### src/rtl/core/assert_macros.svh
// ----------------------------------------------------------------------------
// assert_macros.svh
// Concurrent assertion macros for the RTL of the reduction core.
// ----------------------------------------------------------------------------
`ifndef ASSERT_MACROS_SVH
`define ASSERT_MACROS_SVH

`ifndef SYNTHESIS
// Checked on every rising edge, held off while reset is asserted.
`define DRP_ASSERT(lbl, clk, rstn, prop) \
  lbl: assert property (@(posedge clk) disable iff (!rstn) prop) \
    else $error("drp assertion failed");
// Checked on every rising edge, also during reset.
`define DRP_ASSERT_ALWAYS(lbl, clk, prop) \
  lbl: assert property (@(posedge clk) prop) \
    else $error("drp assertion failed");
`else
`define DRP_ASSERT(lbl, clk, rstn, prop)
`define DRP_ASSERT_ALWAYS(lbl, clk, prop)
`endif

`endif

### src/rtl/core/drp_pkg.sv
// ----------------------------------------------------------------------------
// drp_pkg
// Types, constants and the character map of the digest-to-password reducer.
// ----------------------------------------------------------------------------
`default_nettype none

package drp_pkg;

  localparam int unsigned ByteW   = 8;
  localparam int unsigned IterW   = 32;
  localparam int unsigned CodeW   = 7;
  localparam int unsigned BinW    = 16;
  localparam int unsigned PosW    = 7;
  localparam int unsigned SumW    = IterW + 1;
  localparam int unsigned ResW    = 7;
  localparam int unsigned StepW   = 2;
  localparam int unsigned FoldW   = 12;  // 4096 = 1 (mod 65)
  localparam int unsigned LoW     = 6;   // 64 = -1 (mod 65)

  localparam logic [ResW-1:0]   ReduceMod = 7'd65;
  localparam logic [ResW-1:0]   SkipValue = 7'd64;
  localparam logic [StepW-1:0]  NumSteps  = 2'd3;

  localparam logic [CodeW-1:0] ChDigit0 = 7'h30;  // '0'
  localparam logic [CodeW-1:0] ChUpperA = 7'h41;  // 'A'
  localparam logic [CodeW-1:0] ChLowerA = 7'h61;  // 'a'
  localparam logic [CodeW-1:0] ChDash   = 7'h2D;  // '-'
  localparam logic [CodeW-1:0] ChUnder  = 7'h5F;  // '_'

  typedef enum logic [1:0] {
    ST_IDLE,
    ST_LOAD,
    ST_REDUCE,
    ST_HOLD
  } drp_state_e;

  typedef struct packed {
    logic            done;
    logic [ResW-1:0] residue;
  } drp_mod_res_t;

  // Map a residue 0..63 onto 0-9, A-Z, a-z, '-', '_'
  function automatic logic [CodeW-1:0] code_of(input logic [ResW-1:0] v);
    logic [CodeW-1:0] c;
    if (v < 7'd10) begin
      c = ChDigit0 + v;
    end else if (v < 7'd36) begin
      c = ChUpperA + (v - 7'd10);
    end else if (v < 7'd62) begin
      c = ChLowerA + (v - 7'd36);
    end else if (v == 7'd62) begin
      c = ChDash;
    end else begin
      c = ChUnder;
    end
    return c;
  endfunction

endpackage

`default_nettype wire

### src/rtl/core/drp_in_if.sv
// ----------------------------------------------------------------------------
// drp_in_if
// Input channel: one digest byte per item, with iteration and last flag.
// ----------------------------------------------------------------------------
`default_nettype none

interface drp_in_if;
  logic                             valid;
  logic                             ready;
  logic [drp_pkg::ByteW-1:0]        digest_byte;
  logic [drp_pkg::IterW-1:0]        iteration;
  logic                             last_byte;

  modport source (output valid, output digest_byte, output iteration,
                  output last_byte, input ready);
  modport sink   (input valid, input digest_byte, input iteration,
                  input last_byte, output ready);
endinterface

`default_nettype wire

### src/rtl/core/drp_out_if.sv
// ----------------------------------------------------------------------------
// drp_out_if
// Output channel: one password character per item.
// ----------------------------------------------------------------------------
`default_nettype none

interface drp_out_if;
  logic                             valid;
  logic                             ready;
  logic [drp_pkg::CodeW-1:0]        char_code;
  logic                             kept;
  logic                             last_char;

  modport source (output valid, output char_code, output kept,
                  output last_char, input ready);
  modport sink   (input valid, input char_code, input kept,
                  input last_char, output ready);
endinterface

`default_nettype wire

### src/rtl/core/digest_reduce_to_password_core.sv
// ----------------------------------------------------------------------------
// digest_reduce_to_password_core
// Folds digest bytes into PASSWORD_LEN bins and emits one character per bin.
// ----------------------------------------------------------------------------
//  port    dir  item
//  in_i    in   digest_byte, iteration, last_byte
//  out_o   out  char_code, kept, last_char
//
//  A byte not flagged last is taken while idle; ready stays high.
//  A last byte starts emission: each bin goes through load, three steps of
//  the shared mod 65 unit, a wait to see it finish, and hand-off to the output
//  register. Input ready is low meanwhile.
//  A stalled output holds the sequencer in the hand-off state.
//  Reset clears bins, byte count and all valid flags; no clearing pass.
// ----------------------------------------------------------------------------
`default_nettype none
`include "assert_macros.svh"

module digest_reduce_to_password_core #(
  parameter int unsigned PASSWORD_LEN     = 8,
  parameter int unsigned MAX_DIGEST_BYTES = 64
) (
  input  wire logic  clk_i,
  input  wire logic  rst_ni,
  drp_in_if.sink     in_i,
  drp_out_if.source  out_o
);

  localparam int unsigned IdxW = (PASSWORD_LEN > 1) ? $clog2(PASSWORD_LEN) : 1;
  localparam logic [IdxW-1:0]              LastIdx = IdxW'(PASSWORD_LEN - 1);
  localparam logic [drp_pkg::PosW-1:0]     MaxPos  = drp_pkg::PosW'(MAX_DIGEST_BYTES);

  drp_pkg::drp_state_e              state_q, state_d;
  logic [drp_pkg::BinW-1:0]         bins_q [PASSWORD_LEN];
  logic [IdxW-1:0]                  idx_q, idx_d;
  logic [drp_pkg::PosW-1:0]         pos_q, pos_d;
  logic [drp_pkg::IterW-1:0]        iter_q, iter_d;
  logic                             out_valid_q, out_valid_d;
  logic [drp_pkg::CodeW-1:0]        char_q, char_d;
  logic                             kept_q, kept_d;
  logic                             lastc_q, lastc_d;

  logic                             in_acc;
  logic                             add_en;
  logic                             slot_free;
  logic                             mod_start;
  logic [drp_pkg::SumW-1:0]         mod_operand;
  drp_pkg::drp_mod_res_t            mod_res;
  logic [drp_pkg::BinW-1:0]         bin_rd;

  assign in_acc    = in_i.valid && in_i.ready;
  assign add_en    = in_acc && (pos_q < MaxPos);
  assign slot_free = !out_valid_q || out_o.ready;
  assign bin_rd    = bins_q[idx_q];

  // next state
  always_comb begin
    state_d = state_q;
    case (state_q)
      drp_pkg::ST_IDLE: begin
        if (in_acc && in_i.last_byte) begin
          state_d = drp_pkg::ST_LOAD;
        end
      end
      drp_pkg::ST_LOAD: begin
        state_d = drp_pkg::ST_REDUCE;
      end
      drp_pkg::ST_REDUCE: begin
        if (mod_res.done) begin
          state_d = drp_pkg::ST_HOLD;
        end
      end
      drp_pkg::ST_HOLD: begin
        if (slot_free) begin
          state_d = (idx_q == LastIdx) ? drp_pkg::ST_IDLE : drp_pkg::ST_LOAD;
        end
      end
      default: state_d = drp_pkg::ST_IDLE;
    endcase
  end

  // outputs and datapath control
  always_comb begin
    in_i.ready  = 1'b0;
    mod_start   = 1'b0;
    mod_operand = {{(drp_pkg::SumW - drp_pkg::BinW){1'b0}}, bin_rd} + {1'b0, iter_q};
    idx_d       = idx_q;
    pos_d       = pos_q;
    iter_d      = iter_q;
    out_valid_d = out_valid_q && !out_o.ready;
    char_d      = char_q;
    kept_d      = kept_q;
    lastc_d     = lastc_q;
    case (state_q)
      drp_pkg::ST_IDLE: begin
        in_i.ready = 1'b1;
        if (add_en) begin
          pos_d = pos_q + 1'b1;
          idx_d = (idx_q == LastIdx) ? '0 : idx_q + 1'b1;
        end
        if (in_acc && in_i.last_byte) begin
          iter_d = in_i.iteration;
          idx_d  = '0;
        end
      end
      drp_pkg::ST_LOAD: begin
        mod_start = 1'b1;
      end
      drp_pkg::ST_REDUCE: begin
      end
      drp_pkg::ST_HOLD: begin
        if (slot_free) begin
          out_valid_d = 1'b1;
          lastc_d     = (idx_q == LastIdx);
          if (mod_res.residue == drp_pkg::SkipValue) begin
            char_d = '0;
            kept_d = 1'b0;
          end else begin
            char_d = drp_pkg::code_of(mod_res.residue);
            kept_d = 1'b1;
          end
          if (idx_q == LastIdx) begin
            idx_d = '0;
            pos_d = '0;
          end else begin
            idx_d = idx_q + 1'b1;
          end
        end
      end
      default: begin
      end
    endcase
  end

  drp_mod65 u_mod65 (
    .clk_i     (clk_i),
    .rst_ni    (rst_ni),
    .start_i   (mod_start),
    .operand_i (mod_operand),
    .res_o     (mod_res)
  );

  always_ff @(posedge clk_i or negedge rst_ni) begin
    if (!rst_ni) begin
      state_q     <= drp_pkg::ST_IDLE;
      idx_q       <= '0;
      pos_q       <= '0;
      out_valid_q <= 1'b0;
    end else begin
      state_q     <= state_d;
      idx_q       <= idx_d;
      pos_q       <= pos_d;
      out_valid_q <= out_valid_d;
    end
  end

  // bins: accumulate while idle, cleared as each one is read out
  always_ff @(posedge clk_i or negedge rst_ni) begin
    if (!rst_ni) begin
      for (int i = 0; i < PASSWORD_LEN; i++) begin
        bins_q[i] <= '0;
      end
    end else if (add_en) begin
      bins_q[idx_q] <= bin_rd + drp_pkg::BinW'(in_i.digest_byte);
    end else if (state_q == drp_pkg::ST_LOAD) begin
      bins_q[idx_q] <= '0;
    end
  end

  always_ff @(posedge clk_i) begin
    iter_q  <= iter_d;
    char_q  <= char_d;
    kept_q  <= kept_d;
    lastc_q <= lastc_d;
  end

  assign out_o.valid     = out_valid_q;
  assign out_o.char_code = char_q;
  assign out_o.kept      = kept_q;
  assign out_o.last_char = lastc_q;

  `DRP_ASSERT(a_done_in_reduce, clk_i, rst_ni, mod_res.done |-> state_q == drp_pkg::ST_REDUCE)
  `DRP_ASSERT(a_pos_bounded, clk_i, rst_ni, pos_q <= MaxPos)
  `DRP_ASSERT(a_back_to_idle_clean, clk_i, rst_ni,
    (state_q == drp_pkg::ST_IDLE && $past(state_q) == drp_pkg::ST_HOLD) |-> (pos_q == '0 && idx_q == '0))
  `DRP_ASSERT(a_skip_code_zero, clk_i, rst_ni, (out_valid_q && !kept_q) |-> char_q == '0)
  `DRP_ASSERT_ALWAYS(a_reset_no_output, clk_i, !rst_ni |-> !out_valid_q)

endmodule

`default_nettype wire

### src/rtl/core/drp_mod65.sv
// ----------------------------------------------------------------------------
// drp_mod65
// Reduction of a 33-bit value modulo 65: two 12-bit folds and a correction.
// ----------------------------------------------------------------------------
`default_nettype none

module drp_mod65 (
  input  wire logic                         clk_i,
  input  wire logic                         rst_ni,
  input  wire logic                         start_i,
  input  wire logic [drp_pkg::SumW-1:0]     operand_i,
  output drp_pkg::drp_mod_res_t             res_o
);

  logic                          busy_q, busy_d;
  logic                          done_q, done_d;
  logic [drp_pkg::StepW-1:0]     cnt_q, cnt_d;
  logic [drp_pkg::SumW-1:0]      acc_q, acc_d;
  logic [drp_pkg::ResW-1:0]      rem_q, rem_d;
  logic [drp_pkg::SumW-1:0]      fold;
  logic [drp_pkg::ResW:0]        corr;

  always_comb begin
    // sum of the 12-bit slices (the top slice is 9 bits)
    fold = drp_pkg::SumW'(acc_q[drp_pkg::FoldW-1:0])
         + drp_pkg::SumW'(acc_q[2*drp_pkg::FoldW-1:drp_pkg::FoldW])
         + drp_pkg::SumW'(acc_q[drp_pkg::SumW-1:2*drp_pkg::FoldW]);
    // low six bits minus the rest, offset by 65
    corr = {2'b00, acc_q[drp_pkg::LoW-1:0]} + {1'b0, drp_pkg::ReduceMod}
         - {1'b0, acc_q[drp_pkg::LoW+drp_pkg::ResW-1:drp_pkg::LoW]};
    busy_d = busy_q;
    done_d = 1'b0;
    cnt_d  = cnt_q;
    acc_d  = acc_q;
    rem_d  = rem_q;
    if (start_i) begin
      busy_d = 1'b1;
      cnt_d  = drp_pkg::NumSteps;
      acc_d  = operand_i;
    end else if (busy_q) begin
      cnt_d = cnt_q - 1'b1;
      if (cnt_q == drp_pkg::StepW'(1)) begin
        if (corr >= {1'b0, drp_pkg::ReduceMod}) begin
          rem_d = drp_pkg::ResW'(corr - {1'b0, drp_pkg::ReduceMod});
        end else begin
          rem_d = drp_pkg::ResW'(corr);
        end
        busy_d = 1'b0;
        done_d = 1'b1;
      end else begin
        acc_d = fold;
      end
    end
  end

  always_ff @(posedge clk_i or negedge rst_ni) begin
    if (!rst_ni) begin
      busy_q <= 1'b0;
      done_q <= 1'b0;
      cnt_q  <= '0;
    end else begin
      busy_q <= busy_d;
      done_q <= done_d;
      cnt_q  <= cnt_d;
    end
  end

  always_ff @(posedge clk_i) begin
    acc_q <= acc_d;
    rem_q <= rem_d;
  end

  assign res_o.done    = done_q;
  assign res_o.residue = rem_q;

endmodule

`default_nettype wire
### src/flat_wrapper.sv
// flat-port wrapper written by rule: the top's interface ports become plain ports
module digest_reduce_to_password_core_flat 
#(
  parameter int unsigned PASSWORD_LEN     = 8,
  parameter int unsigned MAX_DIGEST_BYTES = 64
)
  (clk_i, rst_ni, in_i_valid, in_i_digest_byte, in_i_iteration, in_i_last_byte, in_i_ready, out_o_valid, out_o_char_code, out_o_kept, out_o_last_char, out_o_ready);
  drp_in_if in_i_i ();
  drp_out_if out_o_i ();
  input  wire logic clk_i;
  input  wire logic rst_ni;
  input wire logic [$bits(in_i_i.valid)-1:0] in_i_valid;
  input wire logic [$bits(in_i_i.digest_byte)-1:0] in_i_digest_byte;
  input wire logic [$bits(in_i_i.iteration)-1:0] in_i_iteration;
  input wire logic [$bits(in_i_i.last_byte)-1:0] in_i_last_byte;
  output wire logic [$bits(in_i_i.ready)-1:0] in_i_ready;
  output wire logic [$bits(out_o_i.valid)-1:0] out_o_valid;
  output wire logic [$bits(out_o_i.char_code)-1:0] out_o_char_code;
  output wire logic [$bits(out_o_i.kept)-1:0] out_o_kept;
  output wire logic [$bits(out_o_i.last_char)-1:0] out_o_last_char;
  input wire logic [$bits(out_o_i.ready)-1:0] out_o_ready;
  assign in_i_i.valid = in_i_valid;
  assign in_i_i.digest_byte = in_i_digest_byte;
  assign in_i_i.iteration = in_i_iteration;
  assign in_i_i.last_byte = in_i_last_byte;
  assign in_i_ready = in_i_i.ready;
  assign out_o_valid = out_o_i.valid;
  assign out_o_char_code = out_o_i.char_code;
  assign out_o_kept = out_o_i.kept;
  assign out_o_last_char = out_o_i.last_char;
  assign out_o_i.ready = out_o_ready;
  digest_reduce_to_password_core #(.PASSWORD_LEN(PASSWORD_LEN), .MAX_DIGEST_BYTES(MAX_DIGEST_BYTES)) u_core (.clk_i(clk_i), .rst_ni(rst_ni), .in_i(in_i_i), .out_o(out_o_i));
endmodule
### config.mk
export PLATFORM = sky130hd
export DESIGN_NAME = digest_reduce_to_password_core_flat
export DESIGN_NICKNAME = d
export VERILOG_FILES = /design/src/rtl/core/drp_pkg.sv /design/src/rtl/core/drp_in_if.sv /design/src/rtl/core/drp_out_if.sv /design/src/rtl/core/digest_reduce_to_password_core.sv /design/src/rtl/core/drp_mod65.sv /design/src/flat_wrapper.sv
export VERILOG_INCLUDE_DIRS = /design/src /design/src/rtl/core
export SDC_FILE = /design/constraint.sdc
export NUM_CORES = 1
export LEC_CHECK = 0
export BUFFER_PORTS_ARGS = -buffer_cell sky130_fd_sc_hd__buf_2
export CAP_MARGIN = 25
export CORE_UTILIZATION = 55
export CTS_CLUSTER_DIAMETER = 50
export CTS_CLUSTER_SIZE = 20
export DETAILED_ROUTE_END_ITERATION = 10
export PLACE_DENSITY = 0.83
export SYNTH_ARGS = -nofsm -noshare
export SYNTH_HDL_FRONTEND = slang
export SYNTH_SLANG_ARGS = --single-unit
### constraint.sdc
create_clock -name clk_i -period 4.1 [get_ports clk_i]
set_input_delay 1.025 -clock clk_i [delete_from_list [all_inputs] [get_ports clk_i]]
set_output_delay 1.025 -clock clk_i [all_outputs]
set_load 0.005 [all_outputs]
==> results_tabular.tex, run 1 <==
\begin{tabular}{lr}
\hline
Metric & Value \\
\hline
\multicolumn{2}{l}{\textbf{Min path}} \\
\quad Source of the worst hold timing path & u\_core.bins\_q[58]\$\_DFFE\_PN0P\_ \\
\quad Worst hold path type & reg2reg \\
\quad Worst Hold Endpoint & u\_core.bins\_q[58]\$\_DFFE\_PN0P\_ \\
\quad Depth of the worst hold-timing path & 2 \\
\multicolumn{2}{l}{\textbf{STA}} \\
\quad Max\_slew headroom & 34.5\% \\
\quad Setup skew after layout & 0.0183 ns \\
\quad Part of the cycle the worst path needs & 96.2\% \\
\quad Upper clock frequency limit & 254 MHz \\
\quad Transition time at the pin with the least slew margin & 0.976 ns \\
\quad Final TNS setup & 0 ns \\
\quad Final critical delay including setup and external delays & 3.94 ns \\
\quad Final Setup Violations & 0 \\
\quad Number of endpoints with negative hold slack in the final report & 0 \\
\quad Setup repair after global routing missed its margin & no \\
\quad Total count of max-transition violations in the final report & 0 \\
\quad Worst slack on hold paths & 0.482 ns \\
\multicolumn{2}{l}{\textbf{Placement}} \\
\quad Detail Placement HPWL & 23000 um \\
\quad Buffers added on ports & 55 \\
\quad Dpl cells & 1535 \\
\quad Weighted congestion at the end of routability-driven global placement & 0.966 \\
\multicolumn{2}{l}{\textbf{Floorplan}} \\
\quad Area of the core & 22600 um\^{}2 \\
\quad Total die area & 23600 um\^{}2 \\
\quad Die boundary height & 154 um \\
\quad Standard-cell rows & 55 \\
\quad Starting density of the core & 56.0\% \\
\quad X dimension of the die & 154 um \\
\quad \# IOs & 56 \\
\multicolumn{2}{l}{\textbf{Setup path}} \\
\quad Peak per-stage delay on the critical path & 0.55 ns \\
\quad Largest fanout on the critical path & 8 \\
\quad Type of destination of the critical path & flop \\
\quad FF-to-FF setup slack & 0.16 ns \\
\quad Capture point of the worst reg-to-reg path & u\_core.bins\_q[12]\$\_DFFE\_PN0P\_ \\
\quad Worst EP required & 4.50 ns \\
\quad Start of the worst register-to-register path & u\_core.idx\_q[2]\$\_DFFE\_PN0P\_ \\
\quad Category of the worst setup path launch point & flop \\
\quad Category of the most critical setup path & reg2reg \\
\quad Critical path's slowest cell & dfrtp\_1 \\
\quad Sequence of cells on the critical path & mux2\_2, a221oi\_1, o22ai\_1, ha\_1, fa\_1, a21o\_1, nand2\_1, a21oi\_1, o41ai\_1, buf\_4, nand3b\_1, xor2\_1, buf\_4, o21ai\_0 \\
\quad Crit path DAT & 4.34 ns \\
\quad Most repeated library cell on the critical path & buf\_4 \\
\quad Reg2Reg Depth & 14 \\
\multicolumn{2}{l}{\textbf{Power}} \\
\quad Leakage power of the design & 6.28 nW \\
\quad Overall Power & 14.1 mW \\
\quad Pwr Density & 986 nW/um\^{}2 \\
\quad Worst voltage drop across the vdd grid & 0.429 mV \\
\multicolumn{2}{l}{\textbf{Layout}} \\
\quad Multi-input gate area in the final layout & 6210 um\^{}2 \\
\quad Antenna diode count & 0 \\
\quad Layout net count & 1402 \\
\quad Signed area change from the synthesized netlist to the final layout & 12.8\% \\
\quad Number of standard cells in the layout, taps in and fillers out & 1580 \\
\quad Proportion of layout cells with a drive suffix above 1 & 13.8\% \\
\quad Area occupied by registers & 6060 um\^{}2 \\
\quad Layout fillers & 1706 \\
\multicolumn{2}{l}{\textbf{Logic synthesis}} \\
\quad Distinct cells, synth & 78 \\
\quad Synth top area share & 28.6\% \\
\quad Post-synthesis sequential element count & 226 \\
\quad Synthesized cell area & 12700 um\^{}2 \\
\quad Cell with the most instances after synthesis & nand2\_1 \\
\quad Share of the yosys chip area belonging to registers & 47.8\% \\
\quad Average size of a mapped cell & 10.5 um\^{}2 \\
\quad Ys async rst share & 64.2\% \\
\quad Post-synthesis instance total & 1206 \\
\quad Post-synthesis cell type with the largest combined area & dfrtp\_1 \\
\quad Primary FF master, synth & dfrtp\_1 \\
\quad Count of flip-flops with a built-in enable after synthesis & 81 \\
\quad Top cell types by occurrence after synthesis & nand2\_1, dfrtp\_1, o21ai\_0, edfxtp\_1, ha\_1 \\
\quad Synth warnings & 0 \\
\quad Dominant cells by area after synthesis & dfrtp\_1, edfxtp\_1, ha\_1 \\
\quad Post-synth net total & 1331 \\
\multicolumn{2}{l}{\textbf{Global route}} \\
\quad Largest net degree at the start of global routing & 91 \\
\quad Number of global-route vias before repair & 9778 \\
\quad Global-route wire length before repair & 52300 um \\
\quad Congestion Overflow GR & 0 \\
\quad Antenna violations before repair & 0 \\
\quad Total global-route track usage & 28.3\% \\
\multicolumn{2}{l}{\textbf{Drt}} \\
\quad DR iter-0 viols & 1168 \\
\quad Number of search-and-repair iterations in the first detailed-routing pass & 5 \\
\quad Via density per instance & 6.35 \\
\quad Final wirelength & 32900 um \\
\quad Post-detailed-route count of antenna-violating nets & 0 \\
\quad Average routed wire per standard cell & 20.8 um \\
\quad Vias after detailed routing & 10028 \\
\quad DR DRC count & 0 \\
\multicolumn{2}{l}{\textbf{Job}} \\
\quad Number of violations of the max-capacitance limit & 0 \\
\multicolumn{2}{l}{\textbf{Clock network}} \\
\quad Number of buffers inserted during clock tree synthesis & 24 \\
\quad CTS tree & built \\
\quad Number of H-tree levels & 1 \\
\quad Count of hold buffers inserted by post-cts repair & 0 \\
\quad Latest clock arrival within the worst-skew pair & 0.54 ns \\
\quad Clock slew at the register clock pins of the worst setup and hold paths & 0.07 ns \\
\quad CTS Sinks & 226 \\
\quad Library cell used as clock root buffer & clkbuf\_16 \\
\quad Number of buffers between clock root and the deepest sink & 3 \\
\quad Number of gates given a new drive strength after cts & 0 \\
\quad Post-CTS setup repair buffer count & 0 \\
\multicolumn{2}{l}{\textbf{Status}} \\
\quad Result of the run & complete, no violations \\
\hline
\end{tabular}
cell families (layout without fill, tap and decap cells):
kind of cell | after synthesis | in the layout | share of synthesized area, %
compound gates | 366 | 366 | 19.6
xor+xnor | 50 | 50 | 3.72
fa+ha+maj | 80 | 80 | 8.20
buf+inv | 97 | 186 | 3.18
flops | 226 | 226 | 47.8
mux | 45 | 45 | 4.97
simple gates | 342 | 342 | 12.5
area by class of cell:
cell class	instances	share of cell area (%)
timing repair buffer	87	3.83
inverter	55	1.45
clock buffer	25	4.38
multi-input combinational	883	43.5
clock inverter	19	1.96
sequential	226	42.4
tap	285	2.50
how the worst max path moves through the flow:
stage / startpoint / to / slack [ns] / cells past startpoint
2_1_floorplan: u_core.idx_q[1]$_DFFE_PN0P_ / u_core.u_mod65.acc_q[27]$_SDFFCE_PN0P_ / 0.20 / 14
6_report: u_core.idx_q[2]$_DFFE_PN0P_ / u_core.bins_q[12]$_DFFE_PN0P_ / 0.16 / 14
3_3_place_gp: u_core.idx_q[2]$_DFFE_PN0P_ / u_core.u_mod65.acc_q[10]$_DFFE_PP_ / 0.36 / 13
5_1_grt: u_core.idx_q[2]$_DFFE_PN0P_ / u_core.bins_q[73]$_DFFE_PN0P_ / 0.02 / 13
4_1_cts: u_core.idx_q[2]$_DFFE_PN0P_ / u_core.bins_q[12]$_DFFE_PN0P_ / 0.26 / 14
3_5_place_dp: u_core.u_mod65.acc_q[12]$_DFFE_PP_ / u_core.u_mod65.acc_q[12]$_DFFE_PP_ / 0.28 / 12
stage by stage:
step | instance area, um^2 | worst slack (ns) | util, %
final | 14300 | 0.155 | 63.1
after CTS | 14300 | 0.256 | 63.1
after floorplan | 12700 | 0.203 | -
after global placement | 13400 | 0.363 | 59.1
after global routing | 14300 | 0.0233 | 63.1
after detailed placement | 13400 | 0.279 | 59.1
report_power, final:
group	leakage (nW)	switching (mW)	internal, mW
Combinational	3.13	4.62	3.12
Clock	0.440	1.09	1.33
Sequential	2.71	0.538	3.38
layout by cell type, fill, tap and decap left out, types with 9 or more instances in the layout:
cell type	n
nand2_1	162
buf_4	29
xnor2_1	35
a21oi_1	62
mux2i_1	19
mux4_2	13
buf_2	54
nand3_1	18
nor3_1	19
nor2_1	59
a21o_1	17
nand2b_1	21
mux2_2	13
a221oi_1	16
nor2b_1	13
a22o_1	66
dfrtp_1	145
and3_1	18
xor2_1	12
edfxtp_1	81
ha_1	75
o21ai_1	17
a211oi_1	11
a31oi_1	9
o21ai_0	92
clkbuf_16	25
inv_1	55
per-layer routing:
metal  GRT usage (%)  share of wire (%)
met1            40.0                 42
met2            44.3                 46
met3            4.74                8.9
met4            9.62                2.9
met5           0.207                  0
state kept, by name (all words and copies together) (netlist names), 2 cells and up:
| name | cells |
|---|---|
| u_core.u_mod65.acc_q | 33 |
| u_core.u_mod65.rem_q | 7 |
| u_core.iter_q | 32 |
| u_core.u_mod65.cnt_q | 2 |
| u_core.out_o.char_code | 7 |
| u_core.pos_q | 7 |
| u_core.state_q | 2 |
| u_core.idx_q | 3 |
| u_core.bins_q | 128 |
critical path, delay by kind of cell, from the launching register on:
family / cells / cell delay [ns]
AO/OA/AOI/OAI: 6 / 1.35
adder cells (fa/ha/maj): 2 / 0.69
flip-flops: 1 / 0.55
buffers and inverters: 2 / 0.42
multiplexers: 1 / 0.38
XOR/XNOR: 1 / 0.22
AND/OR/NAND/NOR: 2 / 0.20
Power figures use the tool's default switching activity.
==> run 2: changes to the inputs <==
clock period = 3.2 ns   (was 4.1 ns; I/O delays follow)
==> run 2 against run 1 <==
  * The run now ends with negative setup slack left
  * Flip-flop and latch count unchanged
  * Critical path depth decreased by 2
  * Register-to-register slack worse by 1.0 ns
  * Final cell count is 9.4% higher
  * Clock-buffer cell count is 1 higher
  * Fmax down 2.4%
  * Die area unchanged
  * Critical path type unchanged
==> results_tabular.tex, run 2 (same netlist as run 1, synthesis figures left out) <==
\begin{tabular}{lr}
\hline
Metric & Value \\
\hline
\multicolumn{2}{l}{\textbf{Floorplan}} \\
\quad X dimension of the die & 154 um \\
\quad Starting density of the core & 56.0\% \\
\quad Die boundary height & 154 um \\
\quad \# IOs & 56 \\
\quad Area of the core & 22600 um\^{}2 \\
\quad Total die area & 23600 um\^{}2 \\
\quad Standard-cell rows & 55 \\
\multicolumn{2}{l}{\textbf{Drt}} \\
\quad Final wirelength & 44700 um \\
\quad Post-detailed-route count of antenna-violating nets & 0 \\
\quad DR iter-0 viols & 1728 \\
\quad Via density per instance & 6.96 \\
\quad Number of search-and-repair iterations in the first detailed-routing pass & 7 \\
\quad DR DRC count & 0 \\
\quad Average routed wire per standard cell & 25.9 um \\
\quad Vias after detailed routing & 12030 \\
\multicolumn{2}{l}{\textbf{Global route}} \\
\quad Largest net degree at the start of global routing & 66 \\
\quad Congestion Overflow GR & 0 \\
\quad Most used routing layer in global routing & met2 \\
\quad Global-route met1 utilization & 40.0\% \\
\quad GR Util met3 & 6.14\% \\
\quad Number of global-route vias before repair & 10901 \\
\quad Met2 routing resource usage after global routing & 49.9\% \\
\quad Antenna violations before repair & 0 \\
\quad Global-route wire length before repair & 57800 um \\
\quad Total global-route track usage & 31.3\% \\
\multicolumn{2}{l}{\textbf{STA}} \\
\quad Transition time at the pin with the least slew margin & 0.887 ns \\
\quad Total count of max-transition violations in the final report & 0 \\
\quad Setup repair after global routing missed its margin & yes \\
\quad Setup skew after layout & 0.0366 ns \\
\quad Final critical delay including setup and external delays & 4.04 ns \\
\quad Least setup slack across all paths after layout & -0.840 ns \\
\quad Part of the cycle the worst path needs & 126\% \\
\quad Number of endpoints with negative hold slack in the final report & 0 \\
\quad Final Setup Violations & 133 \\
\quad Max\_slew headroom & 40.7\% \\
\quad Upper clock frequency limit & 248 MHz \\
\quad Worst slack on hold paths & 0.200 ns \\
\multicolumn{2}{l}{\textbf{Setup path}} \\
\quad FF-to-FF setup slack & -0.84 ns \\
\quad Category of the worst setup path launch point & flop \\
\quad Combined buffer and inverter count along the critical path & 1 \\
\quad Crit path DAT & 4.41 ns \\
\quad Type of destination of the critical path & flop \\
\quad Worst EP required & 3.57 ns \\
\quad Critical path's slowest cell & a221oi\_2 \\
\quad Peak per-stage delay on the critical path & 0.67 ns \\
\quad Sequence of cells on the critical path & buf\_12, and2\_1, a221oi\_2, o22ai\_4, ha\_4, a21o\_1, a21oi\_2, o21a\_1, o31a\_1, or3b\_4, a21boi\_2, mux2i\_1 \\
\quad Category of the most critical setup path & reg2reg \\
\quad Largest fanout on the critical path & 8 \\
\quad Beginning of the critical path & u\_core.idx\_q[2]\$\_DFFE\_PN0P\_ \\
\quad Crit path max-delay family & compound AO/OA/AOI/OAI gates \\
\quad Start of the worst register-to-register path & u\_core.idx\_q[2]\$\_DFFE\_PN0P\_ \\
\multicolumn{2}{l}{\textbf{Clock network}} \\
\quad Number of H-tree levels & 1 \\
\quad Library cell used as clock root buffer & clkbuf\_16 \\
\quad CTS Sinks & 226 \\
\quad CTS tree & built \\
\quad Latest clock arrival within the worst-skew pair & 0.57 ns \\
\quad Clock slew at the register clock pins of the worst setup and hold paths & 0.08 ns \\
\quad Number of buffers inserted during clock tree synthesis & 25 \\
\quad Number of buffers between clock root and the deepest sink & 3 \\
\multicolumn{2}{l}{\textbf{Placement}} \\
\quad Dpl cells & 1635 \\
\quad Detail Placement HPWL & 25000 um \\
\quad Buffers added on ports & 55 \\
\quad Weighted congestion at the end of routability-driven global placement & 0.956 \\
\quad Total cell area at the placement stage & 14400 um\^{}2 \\
\multicolumn{2}{l}{\textbf{Layout}} \\
\quad Signed area change from the synthesized netlist to the final layout & 31.4\% \\
\quad Proportion of layout cells with a drive suffix above 1 & 34.6\% \\
\quad Cell area after layout & 16700 um\^{}2 \\
\quad Number of standard cells in the layout, taps in and fillers out & 1729 \\
\quad Commonest non-fill, non-tap cell in the layout & buf\_4 \\
\quad Layout net count & 1550 \\
\quad Antenna diode count & 0 \\
\quad Largest registers in the final layout & u\_core.bins\_q (128), u\_core.u\_mod65.acc\_q (33), u\_core.iter\_q (32) \\
\quad Largest register FFs & 128 \\
\quad Most used cells in the layout excluding fill and tap cells & buf\_4, nand2\_1, dfrtp\_1 \\
\quad Layout fillers & 1295 \\
\quad Largest register by flop count & u\_core.bins\_q \\
\multicolumn{2}{l}{\textbf{Status}} \\
\quad Result of the run & complete, but fails checks \\
\quad Failing checks & negative setup slack \\
\multicolumn{2}{l}{\textbf{Min path}} \\
\quad Worst hold path type & in2async \\
\multicolumn{2}{l}{\textbf{Job}} \\
\quad Number of violations of the max-capacitance limit & 0 \\
\hline
\end{tabular}
[run 2: final cells by class]
cell class | instances | area (um^2) | share of cell area [%]
multi-input combinational | 883 | 7350 | 44.1
timing repair buffer | 234 | 1780 | 10.7
clock buffer | 26 | 651 | 3.91
tap | 285 | 357 | 2.14
sequential | 226 | 6060 | 36.4
clock inverter | 20 | 235 | 1.41
inverter | 55 | 216 | 1.30
[run 2: what timing repair did]
| action | 4_1_cts | 5_1_grt |
|---|---|---|
| buffers inserted | 12 | 36 |
| resized for setup | 76 | 137 |
| pin swaps | 29 | 80 |
| hold buffers | 0 | 0 |
| cloned | 0 | 1 |
| hold endpoints to repair | 0 | 0 |
| setup endpoints to repair | 89 | 113 |
[run 2: stage by stage]
stage          setup TNS, ns  utilization [%]  worst slack, ns
3_3_place_gp           -1.63             63.4           -0.103
6_report              -60.89             73.5           -0.840
5_1_grt               -73.50             73.5           -0.933
2_1_floorplan          -3.38                -           -0.193
4_1_cts                -3.90             69.4           -0.162
3_5_place_dp           -4.63             63.4           -0.183
[run 2: path summary, 6_finish.rpt]
| kind | depth (start not counted) | endpoint |
|---|---|---|
| max | 12 | u_core.u_mod65.acc_q[25]$_SDFFCE_PN0P_ |
| min | 1 | u_core.bins_q[121]$_DFFE_PN0P_ |
| max reg2reg | 12 | u_core.u_mod65.acc_q[25]$_SDFFCE_PN0P_ |
| min reg2reg | 2 | u_core.bins_q[18]$_DFFE_PN0P_ |
| max in group asynchronous | 2 | u_core.bins_q[94]$_DFFE_PN0P_ |
| min in group clk_i | 1 | u_core.iter_q[27]$_DFFE_PP_ |
[run 2: per-layer routing]
layer | wire length, um | share of wire [%] | vias up
li1 | - | - | 4912
met2 | 19900 | 45 | 1033
met1 | 15900 | 36 | 5738
met5 | 0 | 0 | -
met3 | 5070 | 11 | 347
met4 | 3830 | 8.5 | 0
Power of run 2 is left out: the tool's default activity adds up to more than one toggle a clock period on the data nets, which glitch-free logic cannot reach.
==> run 3: changes to the inputs <==
ABC_AREA = 1   (was default)
==> run 3 against run 2 <==
  * The run now ends clean
  * Worst setup slack gained 0.85 ns
  * Global-route usage grew 0.17 points
  * Sequential share of layout area grew 1.5 points
  * Non-clock buffer count shrank 68
  * Final cell count grew 21%
  * Design area shrank 3.9%
  * Critical path type unchanged
  * Largest cell class unchanged
==> results_tabular.tex, run 3 <==
\begin{tabular}{lr}
\hline
Metric & Value \\
\hline
\multicolumn{2}{l}{\textbf{Setup path}} \\
\quad Critical path's slowest cell & dfrtp\_2 \\
\quad Crit path DAT & 3.57 ns \\
\quad Most repeated library cell on the critical path & nand2\_1 \\
\quad Crit path max-delay family & simple AND/OR/NAND/NOR gates \\
\quad Combined buffer and inverter count along the critical path & 4 \\
\quad Largest fanout on the critical path & 8 \\
\quad Peak per-stage delay on the critical path & 0.46 ns \\
\quad Sequence of cells on the critical path & buf\_6, nand3\_4, buf\_4, o22ai\_1, a221oi\_2, nand4\_1, buf\_4, ha\_4, nand2\_1, nor2\_1, nand2\_1, nand2\_2, nand2\_1, nand2\_2, nand3\_2, o21ai\_4, buf\_12, o21ai\_1 \\
\quad Category of the worst setup path launch point & flop \\
\quad Worst EP required & 3.59 ns \\
\quad Type of destination of the critical path & flop \\
\quad Category of the most critical setup path & reg2reg \\
\multicolumn{2}{l}{\textbf{Drt}} \\
\quad DR DRC count & 0 \\
\quad DR iter-0 viols & 1624 \\
\quad Average routed wire per standard cell & 19.1 um \\
\quad Number of search-and-repair iterations in the first detailed-routing pass & 6 \\
\quad Final wirelength & 40000 um \\
\quad Post-detailed-route count of antenna-violating nets & 0 \\
\quad Via density per instance & 5.96 \\
\quad Vias after detailed routing & 12476 \\
\multicolumn{2}{l}{\textbf{Floorplan}} \\
\quad X dimension of the die & 157 um \\
\quad Area of the core & 23500 um\^{}2 \\
\quad Standard-cell rows & 56 \\
\quad \# IOs & 56 \\
\quad Starting density of the core & 56.1\% \\
\quad Total die area & 24600 um\^{}2 \\
\quad Die boundary height & 157 um \\
\multicolumn{2}{l}{\textbf{Global route}} \\
\quad Antenna violations before repair & 1 \\
\quad Total global-route track usage & 31.5\% \\
\quad Global-route wire length before repair & 60000 um \\
\quad Congestion Overflow GR & 0 \\
\quad Largest net degree at the start of global routing & 67 \\
\quad Number of global-route vias before repair & 11795 \\
\multicolumn{2}{l}{\textbf{Clock network}} \\
\quad Count of hold buffers inserted by post-cts repair & 0 \\
\quad Latest clock arrival within the worst-skew pair & 0.54 ns \\
\quad Clock slew at the register clock pins of the worst setup and hold paths & 0.06 ns \\
\quad Number of buffers inserted during clock tree synthesis & 26 \\
\quad Number of H-tree levels & 1 \\
\quad CTS Sinks & 226 \\
\quad Number of buffers between clock root and the deepest sink & 3 \\
\quad CTS tree & built \\
\quad Library cell used as clock root buffer & clkbuf\_16 \\
\multicolumn{2}{l}{\textbf{Logic synthesis}} \\
\quad Average size of a mapped cell & 8.27 um\^{}2 \\
\quad Count of flip-flops with a built-in enable after synthesis & 81 \\
\quad Largest family of logic cells by synthesized area & simple AND/OR/NAND/NOR gates \\
\quad Synth warnings & 0 \\
\quad Top cell types by occurrence after synthesis & nand2\_1, inv\_1, dfrtp\_1, o21ai\_0, nor2\_1 \\
\quad Post-synthesis sequential element count & 226 \\
\quad Synthesized cell area & 13200 um\^{}2 \\
\quad Compound-Gate Fraction of Synth Area & 13.3\% \\
\quad Cell with the most instances after synthesis & nand2\_1 \\
\quad Ys async rst share & 64.2\% \\
\quad Dominant cells by area after synthesis & dfrtp\_1, edfxtp\_1, nand2\_1 \\
\quad Post-synthesis instance total & 1593 \\
\quad Post-synthesis cell type with the largest combined area & dfrtp\_1 \\
\quad Portion of netlist area occupied by mux cells & 0\% \\
\quad Share of the yosys chip area belonging to registers & 46.0\% \\
\quad Adder-cell share of the synthesized area & 7.88\% \\
\quad Simple-Gate Fraction of Synth Area & 24.0\% \\
\quad Post-synth net total & 1718 \\
\quad Synth Area in XOR/XNOR & 2.32\% \\
\quad Distinct cells, synth & 46 \\
\quad Primary FF master, synth & dfrtp\_1 \\
\quad Synth top area share & 27.5\% \\
\multicolumn{2}{l}{\textbf{STA}} \\
\quad Worst slack on hold paths & 0.167 ns \\
\quad Transition time at the pin with the least slew margin & 0.905 ns \\
\quad Setup skew after layout & 0.0163 ns \\
\quad Final Setup Violations & 0 \\
\quad Final critical delay including setup and external delays & 3.19 ns \\
\quad Part of the cycle the worst path needs & 99.5\% \\
\quad Max\_slew headroom & 39.5\% \\
\quad Final TNS setup & 0 ns \\
\quad Number of endpoints with negative hold slack in the final report & 0 \\
\quad Total count of max-transition violations in the final report & 0 \\
\quad Upper clock frequency limit & 314 MHz \\
\multicolumn{2}{l}{\textbf{Layout}} \\
\quad Largest register FFs & 128 \\
\quad Commonest non-fill, non-tap cell in the layout & nand2\_1 \\
\quad Antenna diode count & 0 \\
\quad Layout net count & 1880 \\
\quad Largest registers in the final layout & u\_core.bins\_q (128), u\_core.u\_mod65.acc\_q (33), u\_core.iter\_q (32) \\
\quad Proportion of layout cells with a drive suffix above 1 & 19.6\% \\
\quad Utilization after layout & 68.2\% \\
\quad Most used cells in the layout excluding fill and tap cells & nand2\_1, inv\_1, dfrtp\_1 \\
\quad Largest register by flop count & u\_core.bins\_q \\
\quad Signed area change from the synthesized netlist to the final layout & 21.4\% \\
\multicolumn{2}{l}{\textbf{Placement}} \\
\quad Buffers added on ports & 55 \\
\quad Detail Placement HPWL & 28100 um \\
\quad Weighted congestion at the end of routability-driven global placement & 0.992 \\
\multicolumn{2}{l}{\textbf{Power}} \\
\quad Worst voltage drop across the vdd grid & 0.966 mV \\
\quad Overall Power & 19.6 mW \\
\quad Pwr Density & 1220 nW/um\^{}2 \\
\quad Leakage power of the design & 7.50 nW \\
\multicolumn{2}{l}{\textbf{Status}} \\
\quad Result of the run & complete, no violations \\
\multicolumn{2}{l}{\textbf{Job}} \\
\quad Number of violations of the max-capacitance limit & 0 \\
\multicolumn{2}{l}{\textbf{Min path}} \\
\quad Worst hold path type & in2async \\
\hline
\end{tabular}
## run 3: cell count changes after synthesis, sizes merged, moves of 16 or more
cell / before / now
a22o: 66 / 0
nand2b: 21 / 0
mux2i: 19 / 0
a21oi: 62 / 90
nand2: 162 / 471
inv: 55 / 175
and3: 18 / 2
nor2: 60 / 103
o21ai: 110 / 137
xnor2: 37 / 17
o22ai: 9 / 42
nand3: 18 / 106
## run 3: what timing repair did
| item | in CTS | in global routing |
|---|---|---|
| buffers inserted | 0 | 8 |
| hold endpoints to repair | 0 | 0 |
| gates resized for setup | 12 | 110 |
| setup endpoints to repair | 35 | 108 |
| pin swaps | 3 | 28 |
## run 3: worst paths after layout
check                                         startpoint                             end  slack [ns]  cells after the start
max                          u_core.idx_q[2]$_DFFE_PN0P_  u_core.bins_q[123]$_DFFE_PN0P_        0.01                     18
min                                               rst_ni   u_core.bins_q[49]$_DFFE_PN0P_        0.17                      1
max reg2reg                  u_core.idx_q[2]$_DFFE_PN0P_  u_core.bins_q[123]$_DFFE_PN0P_        0.01                     18
min reg2reg                u_core.bins_q[79]$_DFFE_PN0P_   u_core.bins_q[79]$_DFFE_PN0P_        0.49                      2
max in group asynchronous                         rst_ni   u_core.bins_q[67]$_DFFE_PN0P_        2.14                      2
min in group clk_i                    in_i_iteration[25]     u_core.iter_q[25]$_DFFE_PP_        0.44                      1
## run 3: cell type report
type                       count  area [um^2]
multi-input combinational   1157         6790
timing repair buffer         166         1180
clock buffer                  33          739
clock inverter                14          135
sequential                   226         6060
tap                          319          399
fill                        1752         7480
inverter                     178          683
## run 3: power breakdown
part	switching [mW]	internal [mW]	total [mW]	leakage (nW)
clock network	1.27	1.75	3.02	0.427
logic	7.20	4.45	11.6	4.37
registers	0.629	4.27	4.90	2.71
total	9.10	10.5	19.6	7.50
## run 3: cells by family (layout without fill, tap and decap cells)
kind of cell    Yosys count  in the layout
buf+inv                 210            391
fa+ha+maj                80             80
flops                   226            226
xor+xnor                 34             34
compound gates          315            315
simple gates            728            728
## run 3: layer usage
| layer | global-route usage [%] | vias up | share of wire (%) |
|---|---|---|---|
| li1 | - | 5679 | - |
| met1 | 41.8 | 5888 | 39 |
| met2 | 49.4 | 750 | 45 |
| met3 | 7.92 | 157 | 11 |
| met4 | 12.6 | 2 | 4.4 |
| met5 | 0 | - | 0.033 |
## run 3: stage by stage
| step | instance area, um^2 | cells | setup slack [ns] |
|---|---|---|---|
| finish | 16000 | 2093 | 0.0149 |
| global route | 16000 | 2093 | -0.0721 |
| CTS | 15400 | 2086 | -0.0237 |
| detailed placement | 14500 | 2039 | -0.168 |
| global placement | 14500 | 2038 | -0.111 |
| floorplan | 13200 | 1593 | 0.296 |
